==> src/rtl/core/tcnp_pkg.sv <==
`timescale 1ns / 1ps
package tcnp_pkg;
	localparam int MaxNodesDef = 256;
	localparam int NodeIdBitsDef = 10;
	localparam int LoadBitsDef = 16;
	localparam int RandBitsDef = 16;
	localparam int CfgBits = 9;
	localparam int CmdBits = 2;
	localparam int StatusBits = 3;

	typedef enum logic [CmdBits-1:0] {
		CMD_INSERT = 2'd0,
		CMD_REMOVE = 2'd1,
		CMD_START = 2'd2,
		CMD_PICK = 2'd3
	} cmd_t;

	typedef enum logic [StatusBits-1:0] {
		ST_OK = 3'd0,
		ST_PRESENT = 3'd1,
		ST_ABSENT = 3'd2,
		ST_FULL = 3'd3,
		ST_EMPTY = 3'd4
	} status_t;

	typedef enum logic [3:0] {
		S_CLEAR,
		S_IDLE,
		S_MAPRD,
		S_DECIDE,
		S_RDLAST,
		S_MOVE,
		S_DIV,
		S_RD1,
		S_RD2,
		S_CMP,
		S_SWAP,
		S_OUT
	} state_t;
endpackage

==> src/rtl/core/tcnp_table.sv <==
`timescale 1ns / 1ps
module tcnp_table import tcnp_pkg::*; #(
	parameter int DEPTH = 256,
	parameter int WIDTH = 16
) (
	input logic clk,
	input logic we,
	input logic [$clog2(DEPTH)-1:0] waddr,
	input logic [WIDTH-1:0] wdata,
	input logic [$clog2(DEPTH)-1:0] raddr,
	output logic [WIDTH-1:0] rdata
);
	logic [WIDTH-1:0] mem [DEPTH];

	always_ff @(posedge clk) begin
		if (we) begin
			mem[waddr] <= wdata;
		end
		rdata <= mem[raddr];
	end
endmodule

==> config.mk <==
export PLATFORM = sky130hd
export DESIGN_NAME = tcnp_table
export DESIGN_NICKNAME = d
export VERILOG_FILES = /design/src/rtl/core/tcnp_pkg.sv /design/src/rtl/core/tcnp_table.sv
export SDC_FILE = /design/constraint.sdc
export NUM_CORES = 2
export LEC_CHECK = 0
export CORE_MARGIN = 2
export CORE_UTILIZATION = 45
export CTS_CLUSTER_DIAMETER = 60
export CTS_CLUSTER_SIZE = 24
export DETAILED_ROUTE_END_ITERATION = 10
export DONT_BUFFER_PORTS = 1
export GPL_ROUTABILITY_DRIVEN = 1
export PLACE_DENSITY = 0.67
export SLEW_MARGIN = 0
export SYNTH_ARGS = -nofsm -noshare
export SYNTH_HDL_FRONTEND = slang
export SYNTH_SLANG_ARGS = --single-unit
==> constraint.sdc <==
create_clock -name clk -period 4.09 [get_ports clk]
set_input_delay 1.227 -clock clk [delete_from_list [all_inputs] [get_ports clk]]
set_output_delay 1.227 -clock clk [all_outputs]
set_load 0.05 [all_outputs]
==> key figures <==
Run status
  • Outcome: complete, but fails checks
  • Failing checks: max-slew violations, negative setup slack

Placed design
  • IO Port Bufs: 0
  • Post-detail-place hpwl: 225.1 mm
  • Final GP Congestion: 0.8274
  • Placed instance area: 167900 um2

Pwr
  • Pwr Total: 0.07509 W
  • Leakage: 54.96 nW
  • Peak supply drop: 0.0003660 V
  • Power density cells: 427.9 nW/um2

Hold path
  • Min-delay src: wdata[1]
  • Hold Path Sink: mem[244][1]
  • HP Class: in -> reg
  • Hold path cells: 0

Detailed routing
  • Final ANT Viol Nets: 0
  • Via count: 78420
  • WL/cell: 32.36 um
  • WL final: 408.4 mm
  • Post-route DRC: 0
  • Detailed router's first-iteration violation count: 11950
  • Pre-antenna DRT Iters: 8
  • Via/cell ratio: 6.213

Timing
  • Slew Viols, Final: 179
  • Hold slack: 0.4165 ns
  • Worst Slack Setup Final: -0.0001439 ns
  • Max Clock Skew: 0.1097 ns
  • Tmin final: 4.090 ns
  • Period Utilization, post-route: 100.0%
  • Final number of hold-violating endpoints: 0
  • Worst-margin pin slew: 1.948 ns
  • Final setup viols: 1
  • Slew margin rel.: -29.84%
  • Setup_tns: -0.0001439 ns
  • RSZ-0062 raised after global routing: no
  • F_max: 244.5 MHz

Critical path
  • Setup crit start kind: primary input
  • Crit path largest cell delay: 0.64 ns
  • Worst path bufs/invs: 3
  • Worst reg2reg path endpoint: rdata[0]
  • Crit end category: flop
  • Cell family with most CP delay: buffers and inverters
  • R2r setup slk: 1.37 ns
  • Setup Crit Path Kind: in -> reg
  • Max stage delay cell, worst path: buf_16
  • WP data arrival: 4.96 ns
  • CP dominant cell by count: buf_16
  • RR Startpoint: mem[133][0]
  • Max FO, Critical Path: 179
  • WP data required: 4.96 ns
  • Worst path cell trace: buf_16 > buf_16 > mux4_2 > and3_1 > a2111oi_0 > buf_4 > a21oi_1 > nand4_1 > nor4_1
  • Reg2Reg Depth: 9

Synthesis
  • Post-synthesis register bit count: 4112
  • Sequential element share of the synthesized area: 77.70%
  • Syn_area_per_cell: 21.56 um2
  • Post-synth EDFFs: 4096
  • Synth cell types: 52
  • Syn_nets: 7394
  • Synth Flop Type: edfxtp_1
  • Cell Area, Synth: 158700 um2
  • Async SR Flop Fraction: 0%
  • Instance count of the mapped netlist: 7360
  • Synth warn: 0

Floorplanning
  • Total Die Area: 357500 um2
  • CORE AREA: 351900 um2
  • I/O pins: 50
  • Die Ht: 597.9 um
  • Standard-cell rows: 218
  • Starting Density: 45.11%
  • Die width: 597.9 um

Global route
  • Total global-route track usage: 22.45%
  • Initial antenna violation count: 18
  • Global-route wire length before repair: 575.9 mm
  • Total gr overflow: 0
  • Vias in the first global route: 77170
  • Largest net degree at the start of global routing: 738

Final layout
  • Layout cells sized above 1: 25.49%
  • Final instance area: 175500 um2
  • Layout Nets: 7881
  • Area Growth Syn to Fin: 10.57%
  • Fin util: 49.88%

Clocking
  • CTS Sinks: 4112
  • Postcts setup bufs: 0
  • Root Buffer: clkbuf_16
  • Clock tree buffer depth: 4
  • TritonCTS buffer count: 225
  • Hold Buf Count CTS: 0
  • Skew-Pair Late Insertion Delay: 0.96 ns
  • Reg clk slew, reported paths: 0.09 ns
  • CTS tree: done
  • H-tree depth: 4

Run
  • Number of max-cap violations: 0
-- what timing repair did --
item,CTS,global route
resized for setup,0,4
setup endpoints to repair,16,15
cloned,8,4
-- kinds of logic after synthesis --
logic type / synth area share [%]
and+or+nand+nor: 1.574
buffers and inverters: 1.693
DFF: 77.70
AOI/OAI and AO/OA: 3.537
muxes: 15.50
-- placed cells by master (no fill, tap or decap), types with 90 or more instances in the layout --
cell type and count:
clkbuf_16 230, mux2i_1 565, edfxtp_1 4096, a21oi_1 175, nor2_1 223, buf_4 660
o221ai_1 252, nor3_1 90, mux4_2 797, o22ai_1 148
-- layout make-up --
class | instances | area (um2)
Timing Repair Buffer | 712 | 6216
Sequential cell | 4112 | 123300
Clock buffer | 256 | 5828
Inverter | 4 | 27.53
Clock inverter | 116 | 1294
Fill cell | 27420 | 176400
Antenna cell | 9 | 22.52
Multi-Input combinational cell | 2792 | 33010
Tap cell | 4620 | 5781
-- report_power, final --
part / internal, W / leakage (nW) / total, W / switching [W]
combinational: 0.00158 / 14.6 / 0.00352 / 0.00194
sequential: 0.0464 / 36.9 / 0.0466 / 0.000231
clock: 0.0114 / 3.43 / 0.0249 / 0.0136
-- metal layers --
layer / share of wire (%) / vias to the layer above / GRT usage, %
li1: - / 32060 / -
met1: 38 / 41760 / 31.19
met2: 49 / 4019 / 36.51
met3: 9.9 / 571 / 3.979
met4: 3.1 / 8 / 6.611
met5: 0.014 / - / 0
-- through the flow --
stage / setup slack [ns] / cells
after floorplan: 0.6980 / 7360
after global placement: -2.393 / 12220
after detailed placement: -2.427 / 12220
after CTS: 0.1267 / 12600
after global routing: 0.02655 / 12610
final: -0.0001439 / 12620
-- flip-flops by register name, summed over array words and instances (netlist names) --
name and cells:
mem 4096, rdata 16
-- how the worst max path moves through the flow --
| stage | start | endpoint | slack [ns] | depth (start not counted) |
|---|---|---|---|---|
| floorplan | waddr[3] | mem[235][0] | 0.70 | 6 |
| global placement | raddr[0] | rdata[3] | -2.39 | 11 |
| detailed placement | raddr[0] | rdata[3] | -2.43 | 12 |
| CTS | raddr[0] | rdata[14] | 0.13 | 10 |
| global route | raddr[0] | rdata[1] | 0.03 | 10 |
| finish | raddr[1] | rdata[14] | -0.0001 | 9 |
-- cells in the mapped netlist, types with 2 or more instances --
master     count  share of area [%]
nor2b_1        9              0.035
a221oi_1      28               0.15
and3_1        11              0.043
mux4_2       797                 11
nand2b_1       3              0.012
buf_1         27              0.064
or2_2          4              0.016
o31ai_1       16              0.076
buf_6         77               0.55
mux2_2        88               0.62
or3_1          2             0.0079
a22o_1        32               0.18
o221ai_1     252                1.4
buf_4         26               0.12
o32ai_1       20               0.11
mux2i_1      565                3.6
inv_1          3             0.0071
buf_2         76               0.24
nand2_1       38              0.090
o21ai_0       37               0.12
clkbuf_1     230               0.54
buf_12         5              0.063
nand3_1       35               0.11
and4_1         2              0.011
a22oi_1       43               0.20
nor3_1        92               0.29
a31oi_1        6              0.024
a2111oi_0      6              0.033
nand4_1       26               0.10
dfxtp_1       16               0.20
buf_8         11               0.10
a21oi_1      175               0.55
o22ai_1      148               0.58
nor4bb_1       2              0.013
a21o_1         2             0.0095
edfxtp_1    4096                 77
nor2_1       304               0.72
nand4b_1       3              0.017
a211oi_1      18              0.085
nor4_1        17              0.067
Power figures use the tool's default switching activity.
