`src/rtl/core/tcnp_pkg.sv`:
```
`timescale 1ns / 1ps
package tcnp_pkg;
	localparam int MaxNodesDef = 256;
	localparam int NodeIdBitsDef = 10;
	localparam int LoadBitsDef = 16;
	localparam int RandBitsDef = 16;
	localparam int CfgBits = 9;
	localparam int CmdBits = 2;
	localparam int StatusBits = 3;

	typedef enum logic [CmdBits-1:0] {
		CMD_INSERT = 2'd0,
		CMD_REMOVE = 2'd1,
		CMD_START = 2'd2,
		CMD_PICK = 2'd3
	} cmd_t;

	typedef enum logic [StatusBits-1:0] {
		ST_OK = 3'd0,
		ST_PRESENT = 3'd1,
		ST_ABSENT = 3'd2,
		ST_FULL = 3'd3,
		ST_EMPTY = 3'd4
	} status_t;

	typedef enum logic [3:0] {
		S_CLEAR,
		S_IDLE,
		S_MAPRD,
		S_DECIDE,
		S_RDLAST,
		S_MOVE,
		S_DIV,
		S_RD1,
		S_RD2,
		S_CMP,
		S_SWAP,
		S_OUT
	} state_t;
endpackage

```
`src/rtl/core/tcnp_divider.sv`:
```
`timescale 1ns / 1ps
module tcnp_divider import tcnp_pkg::*; #(
	parameter int RAND_BITS = RandBitsDef,
	parameter int SPAN_BITS = 9
) (
	input logic clk,
	input logic arst_n,
	input logic start,
	input logic [RAND_BITS-1:0] dividend_a,
	input logic [RAND_BITS-1:0] dividend_b,
	input logic [SPAN_BITS-1:0] divisor,
	output logic done,
	output logic [SPAN_BITS-1:0] rem_a,
	output logic [SPAN_BITS-1:0] rem_b
);
	localparam int CntBits = $clog2(RAND_BITS + 1);
	localparam int RemBits = SPAN_BITS + 1;

	logic [CntBits-1:0] cnt_q;
	logic busy_q;
	logic [RAND_BITS-1:0] qa_q, qb_q;
	logic [RemBits-1:0] ra_q, rb_q;
	logic [RemBits-1:0] ta, tb;

	assign ta = {ra_q[SPAN_BITS-1:0], qa_q[RAND_BITS-1]};
	assign tb = {rb_q[SPAN_BITS-1:0], qb_q[RAND_BITS-1]};
	assign done = busy_q && (cnt_q == '0);
	assign rem_a = ra_q[SPAN_BITS-1:0];
	assign rem_b = rb_q[SPAN_BITS-1:0];

	always_ff @(posedge clk or negedge arst_n) begin
		if (!arst_n) begin
			busy_q <= 1'b0;
			cnt_q <= '0;
		end else if (start) begin
			busy_q <= 1'b1;
			cnt_q <= CntBits'(RAND_BITS);
		end else if (busy_q) begin
			if (cnt_q == '0) begin
				busy_q <= 1'b0;
			end else begin
				cnt_q <= cnt_q - 1'b1;
			end
		end
	end

	always_ff @(posedge clk) begin
		if (start) begin
			qa_q <= dividend_a;
			qb_q <= dividend_b;
			ra_q <= '0;
			rb_q <= '0;
		end else if (busy_q && cnt_q != '0) begin
			qa_q <= {qa_q[RAND_BITS-2:0], 1'b0};
			qb_q <= {qb_q[RAND_BITS-2:0], 1'b0};
			ra_q <= (ta >= {1'b0, divisor}) ? ta - {1'b0, divisor} : ta;
			rb_q <= (tb >= {1'b0, divisor}) ? tb - {1'b0, divisor} : tb;
		end
	end
endmodule

```
`config.mk`:
```
export PLATFORM = sky130hd
export DESIGN_NAME = tcnp_divider
export DESIGN_NICKNAME = d
export VERILOG_FILES = /design/src/rtl/core/tcnp_pkg.sv /design/src/rtl/core/tcnp_divider.sv
export SDC_FILE = /design/constraint.sdc
export NUM_CORES = 1
export LEC_CHECK = 0
export ABC_AREA = 0
export BUFFER_PORTS_ARGS = -buffer_cell sky130_fd_sc_hd__buf_4
export CAP_MARGIN = 20
export CORE_AREA = 2 2 122 95
export CTS_CLUSTER_SIZE = 28
export DETAILED_ROUTE_END_ITERATION = 8
export DIE_AREA = 0 0 124 97
export PLACE_DENSITY = 0.55
export SYNTH_ARGS = -nofsm -noshare
export SYNTH_HDL_FRONTEND = slang
export SYNTH_SLANG_ARGS = --single-unit
```
`constraint.sdc`:
```
create_clock -name clk -period 4.25 [get_ports clk]
set_input_delay 0.2125 -clock clk [delete_from_list [all_inputs] [get_ports clk]]
set_output_delay 0.2125 -clock clk [all_outputs]
set_load 0.1 [all_outputs]
```
==> reports/summary.txt <==
outcome -> finished clean
arrival time at the worst endpoint -> 3.07 ns
clock-pin slew of the registers on the worst-case setup and hold paths -> 0.07 ns
number of search-and-repair iterations in the first detailed-routing pass -> 4
fraction of layout instances using a drive strength above 1 -> 31.1%
mean instance size in the synthesized netlist -> 11.0 um^2
most frequent standard cell in the layout excluding fill and tap cells -> sky130_fd_sc_hd__buf_4
placed cell count -> 488
min cycle time layout -> 2.84 ns
Die Span X -> 124 um
die footprint -> 12000 um^2
TritonCTS Buffers -> 5
floorplan die height -> 97 um
violation count after the first detailed-route iteration -> 155
worst rel slew slack -> 39.2%
count of unresolved DRC violations after routing -> 0
cell taking the most area after synthesis -> sky130_fd_sc_hd__edfxtp_1
drt via density -> 4.88
type of element capturing the critical path -> register
number of flops mapped to enable cells by yosys -> 32
critical path required time -> 4.48 ns
Root Driver -> sky130_fd_sc_hd__clkbuf_16
Tightest Hold Check Type -> input port to register
crit start category -> register
number of nets at the end of the flow -> 422
combinational cell fraction of total power -> 53.4%
clock network fraction of design power -> 14.8%
Fmax -> 0.352 GHz
count of cells resized by post-cts repair -> 0
number of instances in the synthesized netlist -> 298
number of buffers inserted by port buffering -> 62
commonest non-fill, non-tap cells in the layout -> sky130_fd_sc_hd__buf_4 (64), sky130_fd_sc_hd__mux2_2 (32), sky130_fd_sc_hd__edfxtp_1 (32)
number of antenna violations at the first check in global routing -> 0
area share of the largest cell type after synthesis -> 29.3%
TritonCTS clock tree -> built
Setup Skew -> 0.00686 ns
Syn Nets -> 364
Flop pwr share -> 31.8%
clock sink total -> 56
setup repair after global routing missed its margin -> false
Distinct cells, synth -> 50
pwr dens -> 701 nW/um^2
placed wire-length estimate after detailed placement -> 5.57 mm
Initial Utilization -> 30.5%
main area contributors after synthesis -> sky130_fd_sc_hd__edfxtp_1 (29%), sky130_fd_sc_hd__dfxtp_1 (11%), sky130_fd_sc_hd__mux2_2 (11%), sky130_fd_sc_hd__ha_1 (7.6%), sky130_fd_sc_hd__dfrtp_1 (4.6%)
synthesis warning total -> 0
crit-path max FO -> 12
Most used DFF post-synth -> sky130_fd_sc_hd__edfxtp_1
leak pwr -> 1.76 nW
hold violation count in the final report -> 0
Slew Viols, Final -> 0
fraction of registers with async set/reset -> 10.7%
total wire length after detailed routing -> 7.38 mm
Remaining Overflow, GRT -> 0
final cell count without fillers -> 497
Post-CTS Repair Setup Buffers -> 0
vias in the first global route -> 2280
buffer levels on the longest clock path -> 2
max-capacitance violation count -> 0
Core ar. -> 10700 um^2
Overall Power -> 0.00282 W
sequential area share after synthesis -> 44.9%
measured slew at the worst slew-check pin -> 0.908 ns
Diodes inserted -> 0
switching portion of total power -> 46.3%
Total Neg Setup Slack -> 0 ns
pin count of the biggest net entering global routing -> 40
total number of placement rows -> 33
insertion delay of the later-clocked pin in the worst-skew pair -> 0.30 ns
worst vdd rail ir drop -> 0.268 mV
Routed wire per std cell -> 14.8 um
critical path class -> register to register
Syn Std Cell Area -> 3280 um^2
internal reg-to-reg setup slack -> 1.41 ns
final number of setup-violating endpoints -> 0
Psw -> 0.00130 W
GRT Util Overall -> 12.3%
I/O pin total -> 63
post-route core utilization -> 37.4%
share of the clock period used by the worst path -> 66.8%
synthesis-to-layout area growth -> 22.6%
H-tree levels -> 2
count of antenna-violating nets left after detailed routing -> 0
cell-internal power -> 0.00151 W
DR vias -> 2423
count of state elements after synthesis -> 56
global-route wire length before repair -> 11.7 mm
final weighted congestion in routability-driven placement -> 0.857
-- path summary, 6_finish.rpt --
path | startpoint | end | cells after the start
setup / recovery | qb_q[15] | rb_q[0] | 9
hold / removal | dividend_b[0] | qb_q[0] | 2
setup reg to reg | qb_q[15] | rb_q[0] | 9
hold reg to reg | rb_q[2] | rb_q[2] | 2
max in group asynchronous | arst_n | cnt_q[1] | 2
min in group asynchronous | arst_n | cnt_q[3] | 2
-- stage by stage --
stage | worst slack [ns] | area, um^2 | hold WS, ns
2_1_floorplan | 1.61 | 3280 | -0.0831
3_3_place_gp | 1.48 | 3860 | 0.0242
3_5_place_dp | 1.43 | 3860 | 0.0260
4_1_cts | 1.42 | 4020 | 0.191
5_1_grt | 1.20 | 4020 | 0.192
6_report | 1.41 | 4020 | 0.200
-- layer usage --
metal	up-vias	part of all wire (%)	track usage, %
met5	-	0	0
met1	1144	50	18.3
li1	1225	-	-
met2	49	44	18.0
met3	5	5.3	3.48
met4	0	0.47	1.82
-- critical path, stage by stage (launching register included) --
cell                       delay, ns
sky130_fd_sc_hd__edfxtp_1       0.36
sky130_fd_sc_hd__inv_1          0.08
sky130_fd_sc_hd__ha_1           0.15
sky130_fd_sc_hd__inv_1          0.05
sky130_fd_sc_hd__fa_1           0.40
sky130_fd_sc_hd__a21oi_1        0.31
sky130_fd_sc_hd__a211oi_1       0.14
sky130_fd_sc_hd__nor3_2         0.74
sky130_fd_sc_hd__mux2_2         0.41
sky130_fd_sc_hd__a21oi_1        0.13
-- logic make-up after synthesis --
kind of cell | Yosys count | share of synthesized area [%]
flip-flops | 56 | 44.9
multiplexers | 42 | 14.0
adder cells (fa/ha/maj) | 22 | 8.85
XOR/XNOR | 15 | 4.01
AND/OR/NAND/NOR | 55 | 9.08
buffers and inverters | 33 | 4.35
AO/OA/AOI/OAI | 75 | 14.8
-- synth_stat cells (2+ instances only) --
master / n
sky130_fd_sc_hd__nand3_1: 10
sky130_fd_sc_hd__and3_1: 4
sky130_fd_sc_hd__fa_1: 2
sky130_fd_sc_hd__buf_2: 3
sky130_fd_sc_hd__a211o_1: 3
sky130_fd_sc_hd__edfxtp_1: 32
sky130_fd_sc_hd__inv_1: 19
sky130_fd_sc_hd__o21ai_0: 15
sky130_fd_sc_hd__clkbuf_1: 6
sky130_fd_sc_hd__o2111ai_1: 3
sky130_fd_sc_hd__a21o_1: 4
sky130_fd_sc_hd__nor3_1: 2
sky130_fd_sc_hd__nor2b_1: 4
sky130_fd_sc_hd__mux2_2: 32
sky130_fd_sc_hd__nor4_1: 2
sky130_fd_sc_hd__nand2b_1: 3
sky130_fd_sc_hd__o211ai_1: 2
sky130_fd_sc_hd__ha_1: 20
sky130_fd_sc_hd__and2_1: 3
sky130_fd_sc_hd__buf_6: 2
sky130_fd_sc_hd__dfrtp_1: 6
sky130_fd_sc_hd__dfxtp_1: 18
sky130_fd_sc_hd__nor2_1: 10
sky130_fd_sc_hd__buf_1: 3
sky130_fd_sc_hd__xor2_1: 11
sky130_fd_sc_hd__o31ai_1: 2
sky130_fd_sc_hd__mux2i_1: 10
sky130_fd_sc_hd__nor3_2: 2
sky130_fd_sc_hd__o21a_1: 3
sky130_fd_sc_hd__a41oi_1: 3
sky130_fd_sc_hd__o21ai_1: 2
sky130_fd_sc_hd__nand2_1: 9
sky130_fd_sc_hd__a211oi_1: 4
sky130_fd_sc_hd__a21oi_1: 25
sky130_fd_sc_hd__xnor2_1: 4
-- area by class of cell --
| cell class | instances | area (um^2) |
|---|---|---|
| timing repair buffer | 65 | 490 |
| clock inverter | 3 | 21.3 |
| fill | 1086 | 6720 |
| clock buffer | 5 | 125 |
| sequential | 56 | 1470 |
| inverter | 19 | 71.3 |
| multi-input combinational | 209 | 1670 |
| tap | 140 | 175 |
-- power groups by stage --
stage | clock (W) | sequential (W) | combinational, W
floorplan | 0 | 0.00130 | 0.000802
global placement | 0 | 0.000905 | 0.00149
global route | 0.000450 | 0.000914 | 0.00163
CTS | 0.000436 | 0.000897 | 0.00151
detailed placement | 0 | 0.000907 | 0.00150
finish | 0.000417 | 0.000895 | 0.00150
-- sequential cells by signal, summed over array words and instances (netlist names) --
name / flops
busy_q: 1
cnt_q: 5
qa_q: 16
qb_q: 16
ra_q: 9
rb_q: 9
-- what timing repair did --
item | CTS | global route
endpoints found under the hold margin | 6 | 0
hold buffers | 1 | 0
endpoints found under the setup margin | 0 | 0
Note: power is estimated with default switching activity, not from simulation.
